==> config.mk <==
export PLATFORM = sky130hd
export DESIGN_NAME = button_press_counter_debounce_top
export DESIGN_NICKNAME = d
export VERILOG_FILES = /design/src/rtl/bpcd_pkg.sv /design/src/rtl/bpcd_cfg.sv /design/src/rtl/bpcd_tick.sv /design/src/rtl/button_press_counter_debounce_top.sv
export SDC_FILE = /design/constraint.sdc
export NUM_CORES = 1
export LEC_CHECK = 0
export BUFFER_PORTS_ARGS = -buffer_cell sky130_fd_sc_hd__buf_2
export CAP_MARGIN = 30
export CORE_ASPECT_RATIO = 1.2
export CORE_MARGIN = 4
export CORE_UTILIZATION = 45
export CTS_CLUSTER_SIZE = 30
export DETAILED_ROUTE_END_ITERATION = 8
export GPL_TIMING_DRIVEN = 0
export PLACE_DENSITY = 0.61
export SETUP_SLACK_MARGIN = 0.2
export SLEW_MARGIN = 20
export SYNTH_ARGS = -nofsm -noshare
export SYNTH_HDL_FRONTEND = slang
export SYNTH_HIERARCHICAL = 1
export SYNTH_SLANG_ARGS = --single-unit
export TNS_END_PERCENT = 10
==> constraint.sdc <==
create_clock -name clk -period 18.4 [get_ports clk]
set_input_delay 1.84 -clock clk [delete_from_list [all_inputs] [get_ports clk]]
set_output_delay 1.84 -clock clk [all_outputs]
set_load 0.05 [all_outputs]
==> src/rtl/bpcd_pkg.sv <==
// shared types and constants for the debounced button press counter
package bpcd_pkg;

  localparam int unsigned CMD_W      = 2;
  localparam int unsigned COUNT_W    = 16;
  localparam int unsigned TIME_W     = 32;
  localparam int unsigned DEBOUNCE_W = 8;
  localparam int unsigned IDLE_W     = 16;
  localparam int unsigned CFG_IDX_W  = 2;
  localparam int unsigned CFG_DATA_W = 16;

  // stream widths, rounded up to whole bytes
  localparam int unsigned IN_FIELDS_W  = CMD_W + 1 + COUNT_W;
  localparam int unsigned IN_DATA_W    = ((IN_FIELDS_W + 7) / 8) * 8;
  localparam int unsigned OUT_FIELDS_W = COUNT_W + TIME_W + 1;
  localparam int unsigned OUT_DATA_W   = ((OUT_FIELDS_W + 7) / 8) * 8;

  localparam logic [DEBOUNCE_W-1:0] DEBOUNCE_RESET = 8'd10;
  localparam logic [IDLE_W-1:0]     IDLE_RESET     = 16'd2000;

  typedef enum logic [CMD_W-1:0] {
    CMD_TICK        = 2'd0,
    CMD_CLEAR_COUNT = 2'd1,
    CMD_LOAD_COUNT  = 2'd2,
    CMD_CLEAR_DUR   = 2'd3
  } cmd_t;

  typedef enum logic [CFG_IDX_W-1:0] {
    REG_DEBOUNCE = 2'd0,
    REG_IDLE_MS  = 2'd1,
    REG_IDLE_EN  = 2'd2,
    REG_NONE     = 2'd3
  } cfg_reg_t;

  typedef struct packed {
    logic [DEBOUNCE_W-1:0] debounce_ms;
    logic [IDLE_W-1:0]     idle_reset_ms;
    logic                  idle_reset_enable;
  } cfg_t;

  typedef struct packed {
    cmd_t               command;
    logic               button_pressed;
    logic [COUNT_W-1:0] count_value;
  } tick_t;

  typedef struct packed {
    logic [COUNT_W-1:0] press_count;
    logic [TIME_W-1:0]  press_duration_ms;
    logic               button_held;
  } result_t;

endpackage

==> src/rtl/bpcd_cfg.sv <==
// configuration register file
module bpcd_cfg (
  input  logic                          clk,
  input  logic                          rst,
  input  logic                          cfg_we,
  input  logic [bpcd_pkg::CFG_IDX_W-1:0]  cfg_index,
  input  logic [bpcd_pkg::CFG_DATA_W-1:0] cfg_data,
  output bpcd_pkg::cfg_t                cfg
);
  import bpcd_pkg::*;

  cfg_t regs;

  always_ff @(posedge clk) begin
    if (rst) begin
      regs.debounce_ms       <= DEBOUNCE_RESET;
      regs.idle_reset_ms     <= IDLE_RESET;
      regs.idle_reset_enable <= 1'b0;
    end else if (cfg_we) begin
      unique case (cfg_reg_t'(cfg_index))
        REG_DEBOUNCE: regs.debounce_ms       <= cfg_data[DEBOUNCE_W-1:0];
        REG_IDLE_MS:  regs.idle_reset_ms     <= cfg_data[IDLE_W-1:0];
        REG_IDLE_EN:  regs.idle_reset_enable <= cfg_data[0];
        default: ;
      endcase
    end
  end

  assign cfg = regs;

endmodule

==> src/rtl/bpcd_tick.sv <==
// press state registers and the per-tick update logic
module bpcd_tick (
  input  logic              clk,
  input  logic              rst,
  input  logic              step,
  input  bpcd_pkg::tick_t   tick,
  input  bpcd_pkg::cfg_t    cfg,
  output bpcd_pkg::result_t result
);
  import bpcd_pkg::*;

  logic [TIME_W-1:0]  time_now;
  logic [TIME_W-1:0]  press_start;
  logic [TIME_W-1:0]  last_count;
  logic               armed;
  logic               held;
  logic [COUNT_W-1:0] count;
  // holds the last reported duration, which is also the stored duration
  logic [TIME_W-1:0]  duration;

  logic [TIME_W-1:0]  now;
  logic [TIME_W-1:0]  since_start;
  logic [TIME_W-1:0]  idle_gap;
  logic [TIME_W-1:0]  press_start_next;
  logic [TIME_W-1:0]  last_count_next;
  logic               armed_next;
  logic               held_next;
  logic [COUNT_W-1:0] count_next;
  logic [TIME_W-1:0]  duration_next;
  logic               down;

  always_comb begin
    down             = tick.button_pressed;
    now              = time_now + 32'd1;
    armed_next       = armed;
    held_next        = held;
    press_start_next = press_start;
    last_count_next  = last_count;
    count_next       = count;
    duration_next    = duration;

    if (down && !armed) begin
      armed_next       = 1'b1;
      press_start_next = now;
    end
    since_start = now - press_start_next;

    if (down && armed_next && !held && since_start > {24'd0, cfg.debounce_ms}) begin
      count_next      = count + 16'd1;
      armed_next      = 1'b0;
      held_next       = 1'b1;
      last_count_next = now;
    end

    if (held_next && down) begin
      duration_next = since_start;
    end

    if (!down && held_next) begin
      press_start_next = now;
      held_next        = 1'b0;
    end

    idle_gap = now - last_count_next;
    if (cfg.idle_reset_enable && idle_gap > {16'd0, cfg.idle_reset_ms}) begin
      count_next = '0;
    end

    unique case (tick.command)
      CMD_TICK:        ;
      CMD_CLEAR_COUNT: count_next    = '0;
      CMD_LOAD_COUNT:  count_next    = tick.count_value;
      CMD_CLEAR_DUR:   duration_next = '0;
      default: ;
    endcase

    // unchanged since the last report reads as zero
    if (duration_next == duration) begin
      duration_next = '0;
    end
  end

  always_ff @(posedge clk) begin
    if (rst) begin
      time_now    <= '0;
      press_start <= '0;
      last_count  <= '0;
      armed       <= 1'b0;
      held        <= 1'b0;
      count       <= '0;
      duration    <= '0;
    end else if (step) begin
      time_now    <= now;
      press_start <= press_start_next;
      last_count  <= last_count_next;
      armed       <= armed_next;
      held        <= held_next;
      count       <= count_next;
      duration    <= duration_next;
    end
  end

  assign result.press_count       = count_next;
  assign result.press_duration_ms = duration_next;
  assign result.button_held       = held_next;

endmodule

==> src/rtl/button_press_counter_debounce_top.sv <==
// top level: input beat register, press logic, result register
//
//  channel  | dir | fields (lowest bit first)
//  s_axis   | in  | command[1:0], button_pressed[2], count_value[18:3]
//  m_axis   | out | press_count[15:0], press_duration_ms[47:16], button_held[48]
//  cfg      | in  | debounce_ms (0), idle_reset_ms (1), idle_reset_enable (2)
//
// one tick per clock sustained while m_axis does not stall; an accepted beat passes through the
// input register, then the update logic into the result register
// reset clears the time counter, press state, count and the last duration
// a stall on m_axis holds the result and stops the update; s_axis_tready
// drops in the same cycle once the input register holds a beat
module button_press_counter_debounce_top (
  input  logic                             clk,
  input  logic                             rst,
  input  logic                             s_axis_tvalid,
  output logic                             s_axis_tready,
  // command, button_pressed, count_value
  input  logic [bpcd_pkg::IN_DATA_W-1:0]   s_axis_tdata,
  output logic                             m_axis_tvalid,
  input  logic                             m_axis_tready,
  // press_count, press_duration_ms, button_held
  output logic [bpcd_pkg::OUT_DATA_W-1:0]  m_axis_tdata,
  input  logic                             cfg_we,
  input  logic [bpcd_pkg::CFG_IDX_W-1:0]   cfg_index,
  input  logic [bpcd_pkg::CFG_DATA_W-1:0]  cfg_data
);
  import bpcd_pkg::*;

  cfg_t    cfg;
  tick_t   in_beat;
  logic    in_valid;
  result_t result;
  result_t out_beat;
  logic    out_valid;
  logic    advance;

  assign advance       = in_valid && (!out_valid || m_axis_tready);
  assign s_axis_tready = !in_valid || advance;

  always_ff @(posedge clk) begin
    if (rst) begin
      in_valid <= 1'b0;
    end else if (s_axis_tready) begin
      in_valid <= s_axis_tvalid;
    end
  end

  always_ff @(posedge clk) begin
    if (s_axis_tready && s_axis_tvalid) begin
      in_beat.command        <= cmd_t'(s_axis_tdata[CMD_W-1:0]);
      in_beat.button_pressed <= s_axis_tdata[CMD_W];
      in_beat.count_value    <= s_axis_tdata[CMD_W+1 +: COUNT_W];
    end
  end

  bpcd_cfg u_cfg (
    .clk       (clk),
    .rst       (rst),
    .cfg_we    (cfg_we),
    .cfg_index (cfg_index),
    .cfg_data  (cfg_data),
    .cfg       (cfg)
  );

  bpcd_tick u_tick (
    .clk    (clk),
    .rst    (rst),
    .step   (advance),
    .tick   (in_beat),
    .cfg    (cfg),
    .result (result)
  );

  always_ff @(posedge clk) begin
    if (rst) begin
      out_valid <= 1'b0;
    end else if (advance) begin
      out_valid <= 1'b1;
    end else if (m_axis_tready) begin
      out_valid <= 1'b0;
    end
  end

  always_ff @(posedge clk) begin
    if (advance) begin
      out_beat <= result;
    end
  end

  assign m_axis_tvalid = out_valid;
  assign m_axis_tdata  = {{(OUT_DATA_W - OUT_FIELDS_W){1'b0}},
                          out_beat.button_held,
                          out_beat.press_duration_ms,
                          out_beat.press_count};

endmodule

==> metrics.md, run 1 <==
| Metric | Value |
|---|---|
| Core area | `around 0.04 mm^2` |
| IO Pins | `around 110` |
| Worst Path Arrival | `~17 ns` |
| Count of different cell masters after synthesis | `~110` |
| GP Congestion | `0.960` |
| Slowest stage delay, CP | `0.51 ns` |
| # DRC | `0` |
| CTS root buf | `clkbuf_16` |
| Post-synth EDFFs | `~70` |
| GRT Residual Overflow | `0` |
| Final nets | `2518` |
| Post-synthesis xor/xnor area fraction | `between 7 and 8%` |
| GRT Overall Usage | `around 29%` |
| Initial antenna violation count | `0` |
| Synth top cells by count | `323 x nor2_1, 174 x nand2_1, 173 x dfxtp_1` |
| RR Startpoint | `in_beat[16]` |
| Total CTS buffers | `28` |
| Synth async-reset ratio | `0%` |
| WL per Instance | `about 22 um` |
| Min Clock Period, post-route | `around 17 ns` |
| Clock Sinks | `about 240` |
| Synth Flop Type | `dfxtp_1` |
| Largest net degree at the start of global routing | `55` |
| FF-to-FF setup slack | `~1.6 ns` |
| Mux contribution to synthesized area | `3.18%` |
| Relative slew slack | `27.3%` |
| Post-synthesis compound-gate area fraction | `a little under a quarter` |
| Initial Utilization | `a little under half` |
| Min-Delay Path Class | `reg2reg` |
| Seq/Total Area, Yosys | `30.5%` |
| Crit-path slowest cell | `a2111oi_1` |
| Tcrit/Tclk final | `91.3%` |
| Worst hold slack | `0.466 ns` |
| Ranking of synthesized cells by area | `dfxtp_1 19%, edfxtp_1 11%, nor2_1 6.7%, a21oi_1 4.2%, xnor2_1 3.8%` |
| Vias | `roughly 18000` |
| Die Ht | `between 200 and 250 um` |
| PwrDens | `approximately 84 mW/mm^2` |
| Share of cells above drive strength 1 | `a little over a tenth` |
| Main combinational cell family by area after synthesis | `simple AND/OR/NAND/NOR gates` |
| Max IR drop VDD | `~0.000072 V` |
| Count leader, synth | `nor2_1` |
| Chip width | `191 um` |
| First-pass GRT wire length | `97500 um` |
| Hold-critical path endpoint | `u_tick/duration[2]` |
| Clk_skew | `0.0372 ns` |
| Synth Register Bits | `241` |
| Peak Freq | `approximately 0.06 GHz` |
| Netlist Area Pre-Place | `approximately 0.018 mm^2` |
| Crit start category | `flip-flop` |
| Most used cell, CP | `o21ai_0` |
| Post-Synth Simple-Gate Area | `24.8%` |
| Reg area | `around 0.0055 mm^2` |
| Area Overhead vs Synth | `12.4%` |
| Placed cell count | `between 2000 and 3000` |
| Adder-Cell Fraction of Synth Area | `under 10%` |
| Vias/cell | `6.05` |
| Max clock buf depth | `3` |
| Clock latency on the worst-skew pair | `0.58 ns` |
| First drt pass iteration count | `7` |
| Critical Path RT | `18.76 ns` |
| Starting DRT DRC Count | `~1400` |
| Crit-path max FO | `19` |
| Pleak | `between 7 and 8 nW` |
| Worst-Margin Slew | `1.09 ns` |
| Syn Inst Count | `approximately 2300` |
| Final Setup Violations | `0` |
| Reg2Reg Depth | `65` |
| Syn Area/Cell | `between 7 and 8 um^2` |
| Status | `complete, no violations` |
| Die area | `0.0434 mm^2` |
| Area leader, netlist | `dfxtp_1` |
| Fillers | `between 3000 and 4000` |
| CP Class | `reg2reg` |
| Worst-path clk slew | `0.06 ns` |
| CTS tree | `done` |
| Ant diodes | `0` |
| Multi-input gate area | `between 0.01 and 0.015 mm^2` |
| Final Hold Viols | `0` |
| Final WL | `about 64000 um` |
| Crit end category | `flip-flop` |
| H-tree depth | `1` |
| Crit path from | `in_beat[16]` |
| Dpl hpwl | `about 50000 um` |
| Post-route setup TNS | `0 ns` |
| Min-delay src | `u_tick/duration[2]` |
| Rows | `80` |
| Fin cells | `~3000` |
| Antenna viol nets, final | `0` |
| Post-synth top area share | `a little under 20%` |
| Cts hold-fix bufs | `0` |
| PortBufs | `between 90 and 100` |
| Hold path depth | `2` |
| Vias in the first global route | `~17000` |
| RSZ-0062 raised after global routing | `no` |
| Worst r2r dst | `m_axis_tdata[15]` |
| Yosys Warn Count | `6` |
| Max Cap Violations | `0` |
| Pins Over Slew Limit | `0` |
power breakdown:
group	leakage [nW]	switching, W	internal, W
clock network	0.472	0.000238	0.000340
registers	2.06	0.0000187	0.000578
logic	5.28	0.000346	0.000177
total	7.81	0.000603	0.00109
placed cells by master (no fill, tap or decap), types with 29 or more instances in the layout:
cell type,netlist,final
nand4_1,29,29
o21ai_0,95,95
xnor2_1,79,79
nor4_1,29,29
nor3_1,68,67
ha_1,54,54
a211oi_1,87,87
nand2_1,174,174
nand2b_1,48,48
a21oi_1,151,149
clkbuf_1,98,95
dfxtp_1,173,173
buf_2,27,118
nor2_1,323,323
a21o_1,42,42
mux2i_1,55,55
edfxtp_1,68,68
xor2_1,46,46
nand3_1,50,50
inv_1,95,95
final cells by class:
class / instances / share of cell area [%]
multi-input combinational: 1792 / 57.0
sequential: 241 / 27.2
clock buffer: 40 / 4.07
buffer: 155 / 3.41
tap: 533 / 3.29
timing repair buffer: 101 / 2.70
inverter: 96 / 1.78
clock inverter: 12 / 0.636
through the flow:
stage / cell area, um^2 / util (%) / power [W] / worst slack (ns)
after floorplan: 18100 / - / 0.000958 / 5.38
after global routing: 20300 / 51.0 / 0.00178 / 0.227
after CTS: 20200 / 50.9 / 0.00170 / 0.336
after global placement: 19200 / 48.3 / 0.00110 / -0.450
after detailed placement: 19200 / 48.4 / 0.00111 / -0.547
final: 20300 / 51.0 / 0.00170 / 1.59
metal layers:
metal / share of wire (%) / up-vias / wire length, um / track usage (%)
met5: 0 / - / 0 / 0
met4: 4.9 / 0 / 3170 / 13.0
met3: 5.5 / 129 / 3540 / 2.94
met2: 47 / 568 / 30000 / 47.4
met1: 43 / 8687 / 27600 / 37.6
li1: - / 8586 / - / -
logic make-up (layout without fill, tap and decap cells):
| logic type | Yosys count | count (layout) |
|---|---|---|
| adders and majority gates | 72 | 72 |
| and+or+nand+nor | 894 | 894 |
| xor gates and xnor gates | 133 | 133 |
| AOI/OAI and AO/OA | 629 | 629 |
| muxes | 57 | 57 |
| other | 1 | 7 |
| buffers and inverters | 253 | 404 |
| DFF | 241 | 241 |
worst max-delay path, delay by kind of cell (launching register included):
family	cells	cell delay, ns
flip-flops	1	0.50
buffers and inverters	10	3.54
AND/OR/NAND/NOR	16	3.83
XOR/XNOR	1	0.35
AO/OA/AOI/OAI	34	7.09
adder cells (fa/ha/maj)	4	1.19
state kept, by name (all words and copies together), names as in the netlist:
register            count
u_cfg/cfg              25
u_tick/count           16
in_beat                19
in_valid                1
u_tick/time_now        32
u_tick/last_count      32
m_axis_tdata           49
m_axis_tvalid           1
u_tick/press_start     32
u_tick/held             1
u_tick/duration        32
u_tick/armed            1
repair_timing:
item / CTS / global route
setup buffers: 0 / 5
gates resized for setup: 4 / 21
setup endpoints to repair: 32 / 32
pin swaps: 0 / 2
worst max-delay path by stage:
stage,to,slack [ns],cells after the start
after floorplan,m_axis_tdata[1],5.38,58
after global placement,m_axis_tdata[15],-0.45,61
after detailed placement,m_axis_tdata[15],-0.55,62
after CTS,m_axis_tdata[15],0.34,61
after global routing,m_axis_tdata[15],0.23,65
final,m_axis_tdata[15],1.59,65
No activity file was read; power rests on OpenSTA's default activity.
==> run 2: changes to the inputs <==
--- a/config.mk
+++ b/config.mk
@@ -10,10 +10,12 @@
 export CORE_ASPECT_RATIO = 1.2
 export CORE_MARGIN = 4
 export CORE_UTILIZATION = 45
+export CTS_BUF_LIST = sky130_fd_sc_hd__clkbuf_4
 export CTS_CLUSTER_SIZE = 30
 export DETAILED_ROUTE_END_ITERATION = 8
 export GPL_TIMING_DRIVEN = 0
-export PLACE_DENSITY = 0.61
+export MAX_ROUTING_LAYER = met4
+export PLACE_DENSITY = 0.64
 export SETUP_SLACK_MARGIN = 0.2
 export SLEW_MARGIN = 20
 export SYNTH_ARGS = -nofsm -noshare
==> metrics.md, run 2 (same netlist as run 1, synthesis figures left out) <==
| Metric | Value |
|---|---|
| Status | `complete, no violations` |
| Peak Freq | `0.0579 GHz (-2.7%)` |
| Most used cell, CP | `o21ai_0` |
| Largest net degree at the start of global routing | `55 (unchanged)` |
| Min setup slack post-route | `1.12 ns (-0.469 ns)` |
| Grt met3 use | `4.29% (+1.3 points)` |
| First drt pass iteration count | `8 (+1)` |
| Dpl ws | `-0.366 ns (+0.181 ns)` |
| Vias in the first global route | `17200 (+1.1%)` |
| Max IR drop VDD | `0.0000434 V (-40%)` |
| Grt met2 use | `48.5% (+1.1 points)` |
| Crit end category | `flip-flop` |
| Final WL | `64700 um (+0.65%)` |
| Starting DRT DRC Count | `1521 (+11%)` |
| Crit path from | `in_beat[16]` |
| Pleak | `7.89 nW (+0.99%)` |
| Min Clock Period, post-route | `17.28 ns (+0.469 ns)` |
| Die area | `0.0434 mm^2 (unchanged)` |
| # DRC | `0 (unchanged)` |
| Post-DP Area | `0.0192 mm^2 (about the same)` |
| Max clock buf depth | `3 (unchanged)` |
| Total CTS buffers | `71 (+150%)` |
| PortBufs | `92 (unchanged)` |
| Vias | `18400 (+2.2%)` |
| Net switching power | `0.000620 W (+2.9%)` |
| Vias/cell | `6.02 (-0.48%)` |
| Design Area, Final | `0.0203 mm^2 (about the same)` |
| WL per Instance | `21.2 um (-2.0%)` |
| Dpl hpwl | `50100 um (+0.18%)` |
| Max Cap Violations | `0 (unchanged)` |
| GRT Residual Overflow | `0 (unchanged)` |
| CTS tree | `done` |
| Worst-path clk slew | `0.07 ns (about the same)` |
| RR Startpoint | `in_beat[16]` |
| Reg area | `0.00551 mm^2 (unchanged)` |
| RSZ-0062 raised after global routing | `no` |
| Chip width | `191 um (unchanged)` |
| Worst hold slack | `0.469 ns (+0.00360 ns)` |
| H-tree depth | `3 (+2)` |
| Fin cells | `3050 (+2.7%)` |
| Rows | `80 (unchanged)` |
| Final Setup Violations | `0 (unchanged)` |
| Clk_skew | `0.0613 ns (+0.0240 ns)` |
| Multi-input gate area | `0.0116 mm^2 (about the same)` |
| Part of the power in combinational logic | `31.8% (+1.0 points)` |
| Min-delay src | `u_tick/duration[2]` |
| Register share of total power | `36.3% (+1.1 points)` |
| Initial Utilization | `45.4% (unchanged)` |
| First-pass GRT wire length | `97100 um (-0.35%)` |
| Final nets | `2563 (+1.8%)` |
| Pint | `0.00103 W (-6.4%)` |
| Core area | `0.0397 mm^2 (unchanged)` |
| GRT Overall Usage | `29.6% (+1.1 points)` |
| Commonest non-fill, non-tap cell in the layout | `nor2_1` |
| Fillers | `3983 (+0.30%)` |
| Clk pwr share | `31.9% (-2.1 points)` |
| Clock latency on the worst-skew pair | `0.83 ns (+0.25 ns)` |
| Antenna viol nets, final | `0 (unchanged)` |
| Critical Path RT | `19.00 ns (+0.24 ns)` |
| Power, Total | `0.00165 W (-3.1%)` |
| Slowest stage delay, CP | `0.50 ns (about the same)` |
| Relative slew slack | `31.5% (+4.2 points)` |
| Placed cell count | `2916 (+0.034%)` |
| Crit start category | `flip-flop` |
| Tcrit/Tclk final | `93.9% (+2.5 points)` |
| Die Ht | `227 um (unchanged)` |
| PwrDens | `81.2 mW/mm^2 (-3.0%)` |
| CP Class | `reg2reg` |
| Pins Over Slew Limit | `0 (unchanged)` |
| Gr busiest metal | `met2` |
| Met1 Track Usage GR | `36.6% (-1.0 points)` |
| Worst-Margin Slew | `1.03 ns (-0.0634 ns)` |
| Commonest non-fill, non-tap cells in the layout | `323 x nor2_1, 174 x nand2_1, 173 x dfxtp_1` |
| Crit-path slowest cell | `a311oi_1` |
| Min-Delay Path Class | `reg2reg` |
| GP Congestion | `0.983 (+2.4%)` |
| Share of cells above drive strength 1 | `13.0% (+2.3 points)` |
| Clock Sinks | `241 (unchanged)` |
| Max FFs per register | `49 (unchanged)` |
| Crit-path max FO | `19 (unchanged)` |
| Final Hold Viols | `0 (unchanged)` |
| IO Pins | `105 (unchanged)` |
| Worst Path Arrival | `17.88 ns (+0.72 ns)` |
| Area Overhead vs Synth | `12.3% (about the same)` |
| Sw frac | `37.7% (+2.2 points)` |
| Initial antenna violation count | `1 (+1)` |
| CTS root buf | `clkbuf_4` |
run 2: worst paths after layout:
kind                        end  slack, ns  cells past startpoint
max            m_axis_tdata[15]       1.12                     65
min          u_tick/duration[2]       0.47                      2
max reg2reg    m_axis_tdata[15]       1.12                     65
min reg2reg  u_tick/duration[2]       0.47                      2
run 2: cell type report:
type	instances	area share, %
well taps	533	3.29
multi-input cells	1792	57.1
flip-flops and latches	241	27.2
plain buffers	155	3.39
inverters	96	1.78
diodes	1	0.0124
clock inverters	27	0.710
repair buffers	103	2.81
clock buffers	102	3.78
run 2: stage by stage:
step	util, %	setup TNS, ns
2_1_floorplan	-	0
3_5_place_dp	48.4	-3.17
6_report	51.0	0
5_1_grt	51.0	0
3_3_place_gp	48.3	-0.574
4_1_cts	50.7	0
run 2: power groups by stage:
stage / Clock (W) / Combinational, W / Sequential (W)
after detailed placement: 0 / 0.000506 / 0.000608
after global placement: 0 / 0.000496 / 0.000607
final: 0.000526 / 0.000523 / 0.000597
after floorplan: 0 / 0.000326 / 0.000632
after CTS: 0.000543 / 0.000508 / 0.000596
after global routing: 0.000567 / 0.000565 / 0.000599
run 2: timing repair:
| action | in CTS | in global routing |
|---|---|---|
| buffers inserted | 0 | 5 |
| hold buffers | 0 | 0 |
| pin swaps | 0 | 2 |
| gates resized for setup | 3 | 18 |
| endpoints found under the setup margin | 32 | 32 |
run 2: critical path, delay by kind of cell, from the launching register on:
kind            cells  cell delay (ns)
fa+ha+maj           4             1.21
mux                 1             0.32
compound gates     33             6.73
simple gates       14             3.68
xor+xnor            1             0.39
flops               1             0.49
buf+inv            12             4.17
run 2: metal layers:
layer	vias up	part of all wire (%)
met5	-	0
met4	0	4.0
met3	133	6.7
met2	753	48
met1	8783	42
li1	8697	-
==> run 3: changes to the inputs <==
--- a/config.mk
+++ b/config.mk
@@ -6,8 +6,8 @@
 export NUM_CORES = 1
 export LEC_CHECK = 0
 export BUFFER_PORTS_ARGS = -buffer_cell sky130_fd_sc_hd__buf_2
-export CAP_MARGIN = 30
-export CORE_ASPECT_RATIO = 1.2
+export CAP_MARGIN = 20
+export CORE_ASPECT_RATIO = 1.75
 export CORE_MARGIN = 4
 export CORE_UTILIZATION = 45
 export CTS_BUF_LIST = sky130_fd_sc_hd__clkbuf_4
==> metrics.md, run 3 (same netlist as run 1, synthesis figures left out) <==
| Metric | Value |
|---|---|
| Part of the power in combinational logic | `33.0% (+1.2 points)` |
| Fillers | `3967 (-0.40%)` |
| Vias in the first global route | `18300 (+6.7%)` |
| Chip width | `159 um (-16%)` |
| Final nets | `2547 (-0.62%)` |
| Placed cell count | `2869 (-1.6%)` |
| Final Setup Violations | `0 (unchanged)` |
| Status | `complete, no violations` |
| Grt met2 use | `57.2% (+8.7 points)` |
| Crit start category | `flip-flop` |
| CTS tree | `done` |
| First drt pass iteration count | `7 (-1)` |
| H-tree depth | `2 (-1)` |
| Worst-path clk slew | `0.09 ns (+0.02 ns)` |
| Multi-input gate area | `0.0116 mm^2 (+0.14%)` |
| Area Overhead vs Synth | `11.2%` |
| Vias | `18500 (+0.50%)` |
| WL per Instance | `23.5 um (+11%)` |
| Hold path depth | `2 (unchanged)` |
| Starting DRT DRC Count | `1211 (-20%)` |
| Gr busiest metal | `met2` |
| Crit-path max FO | `10 (-9)` |
| Cts hold-fix bufs | `0 (unchanged)` |
| Die area | `0.0435 mm^2 (+0.26%)` |
| Vias/cell | `6.18 (+2.6%)` |
| Met1 Track Usage GR | `30.7% (-5.9 points)` |
| Power, Total | `0.00162 W (-1.8%)` |
| GRT Overall Usage | `31.8% (+2.2 points)` |
| Max FFs per register | `49 (unchanged)` |
| Worst-Margin Slew | `1.21 ns (+0.185 ns)` |
| Crit-path slowest cell | `clkbuf_1` |
| Crit end category | `flip-flop` |
| Max IR drop VDD | `0.0000667 V (+54%)` |
| Worst Path Arrival | `17.88 ns (about the same)` |
| First-pass GRT wire length | `104000 um (+7.5%)` |
| Sw frac | `39.1% (+1.4 points)` |
| Grt met3 use | `3.70% (-0.60 points)` |
| Clk pwr share | `30.1% (-1.8 points)` |
| GRT Residual Overflow | `0 (unchanged)` |
| Total CTS buffers | `61 (-14%)` |
| Reg2Reg Depth | `65 (unchanged)` |
| Antenna viol nets, final | `0 (unchanged)` |
| Post-route core utilization | `50.9% (-0.061 points)` |
| Dpl hpwl | `55100 um (+10%)` |
| Clock Sinks | `241 (unchanged)` |
| CTS root buf | `clkbuf_4` |
| Commonest non-fill, non-tap cells in the layout | `323 x nor2_1, 174 x nand2_1, 173 x dfxtp_1` |
| Slowest stage delay, CP | `0.51 ns (about the same)` |
| Final WL | `70300 um (+8.5%)` |
| Pint | `0.000984 W (-4.0%)` |
| Relative slew slack | `19.2% (-12 points)` |
| Initial Utilization | `45.8% (+0.39 points)` |
| Peak Freq | `0.0579 GHz (about the same)` |
| # DRC | `0 (unchanged)` |
| Share of cells above drive strength 1 | `12.5% (-0.46 points)` |
| Clk_skew | `0.0835 ns (+0.0223 ns)` |
| Largest net degree at the start of global routing | `35 (-36%)` |
| GP Congestion | `1.00 (+1.7%)` |
| Net switching power | `0.000632 W (+1.9%)` |
| Tcrit/Tclk final | `93.9% (about the same)` |
| IO Pins | `105 (unchanged)` |
| Die Ht | `273 um (+20%)` |
| Min-Delay Path Class | `reg2reg` |
| Core area | `0.0394 mm^2 (-0.86%)` |
| Pleak | `7.81 nW (-1.0%)` |
| Max clock buf depth | `3 (unchanged)` |
| Initial antenna violation count | `1 (unchanged)` |
| Clock latency on the worst-skew pair | `0.82 ns (about the same)` |
| Min Clock Period, post-route | `17.27 ns (-0.00607 ns)` |
| Critical Path RT | `19.01 ns (about the same)` |
| Rows | `96 (+20%)` |
| Post-route setup TNS | `0 ns (unchanged)` |
| Fin cells | `2987 (-2.1%)` |
| Worst hold slack | `0.464 ns (-0.00534 ns)` |
| Most used cell, CP | `o21ai_0` |
| RSZ-0062 raised after global routing | `no` |
| Register share of total power | `36.9% (+0.6 points)` |
| PwrDens | `80.6 mW/mm^2 (-0.82%)` |
| Final Hold Viols | `0 (unchanged)` |
| Pins Over Slew Limit | `0 (unchanged)` |
| Commonest non-fill, non-tap cell in the layout | `nor2_1` |
| PortBufs | `92 (unchanged)` |
| CP Class | `reg2reg` |
| Max Cap Violations | `0 (unchanged)` |
| Reg area | `0.00551 mm^2 (unchanged)` |
==> run 3: area by class of cell <==
type                    instances  area share [%]
multi-input cells            1792            57.7
flip-flops and latches        241            27.4
plain buffers                 156            3.44
clock buffers                  85            3.18
well taps                     490            3.06
repair buffers                 96            2.53
inverters                      96            1.80
clock inverters                30           0.848
diodes                          1          0.0125
==> run 3: worst paths after layout <==
path,from,to,slack [ns]
worst min register to register,u_tick/duration[2],u_tick/duration[2],0.46
worst max-delay path,in_beat[16],m_axis_tdata[8],1.13
worst max register to register,in_beat[16],m_axis_tdata[8],1.13
worst min-delay path,u_tick/duration[2],u_tick/duration[2],0.46
==> run 3: worst max-delay path, delay by kind of cell, from the launching register on <==
kind	cells	cell delay, ns
AO/OA/AOI/OAI	32	7.11
XOR/XNOR	1	0.44
adder cells (fa/ha/maj)	4	1.25
buffers and inverters	10	3.51
flip-flops	1	0.48
AND/OR/NAND/NOR	18	4.25
==> run 3: stage by stage <==
step | setup WS [ns] | cell area [um^2]
2_1_floorplan | 5.38 | 18100
3_3_place_gp | -0.924 | 19100
3_5_place_dp | -1.01 | 19200
4_1_cts | 0.330 | 20000
5_1_grt | 0.227 | 20100
6_report | 1.13 | 20100
==> run 3: power by group through the flow <==
stage | Combinational [W] | Clock [W] | Sequential, W
floorplan | 0.000326 | 0 | 0.000632
global placement | 0.000512 | 0 | 0.000607
detailed placement | 0.000520 | 0 | 0.000608
CTS | 0.000525 | 0.000499 | 0.000596
global route | 0.000571 | 0.000520 | 0.000599
finish | 0.000534 | 0.000486 | 0.000597
==> run 3: layer usage <==
layer | vias up | part of all wire [%]
li1 | 8669 | -
met1 | 8684 | 35
met2 | 775 | 50
met3 | 329 | 4.7
met4 | 0 | 9.9
met5 | - | 0
==> run 3: timing repair <==
item / 4_1_cts / 5_1_grt
gates resized for setup: 11 / 16
buffers inserted: 0 / 2
endpoints found under the setup margin: 32 / 32
pin swaps: 0 / 1
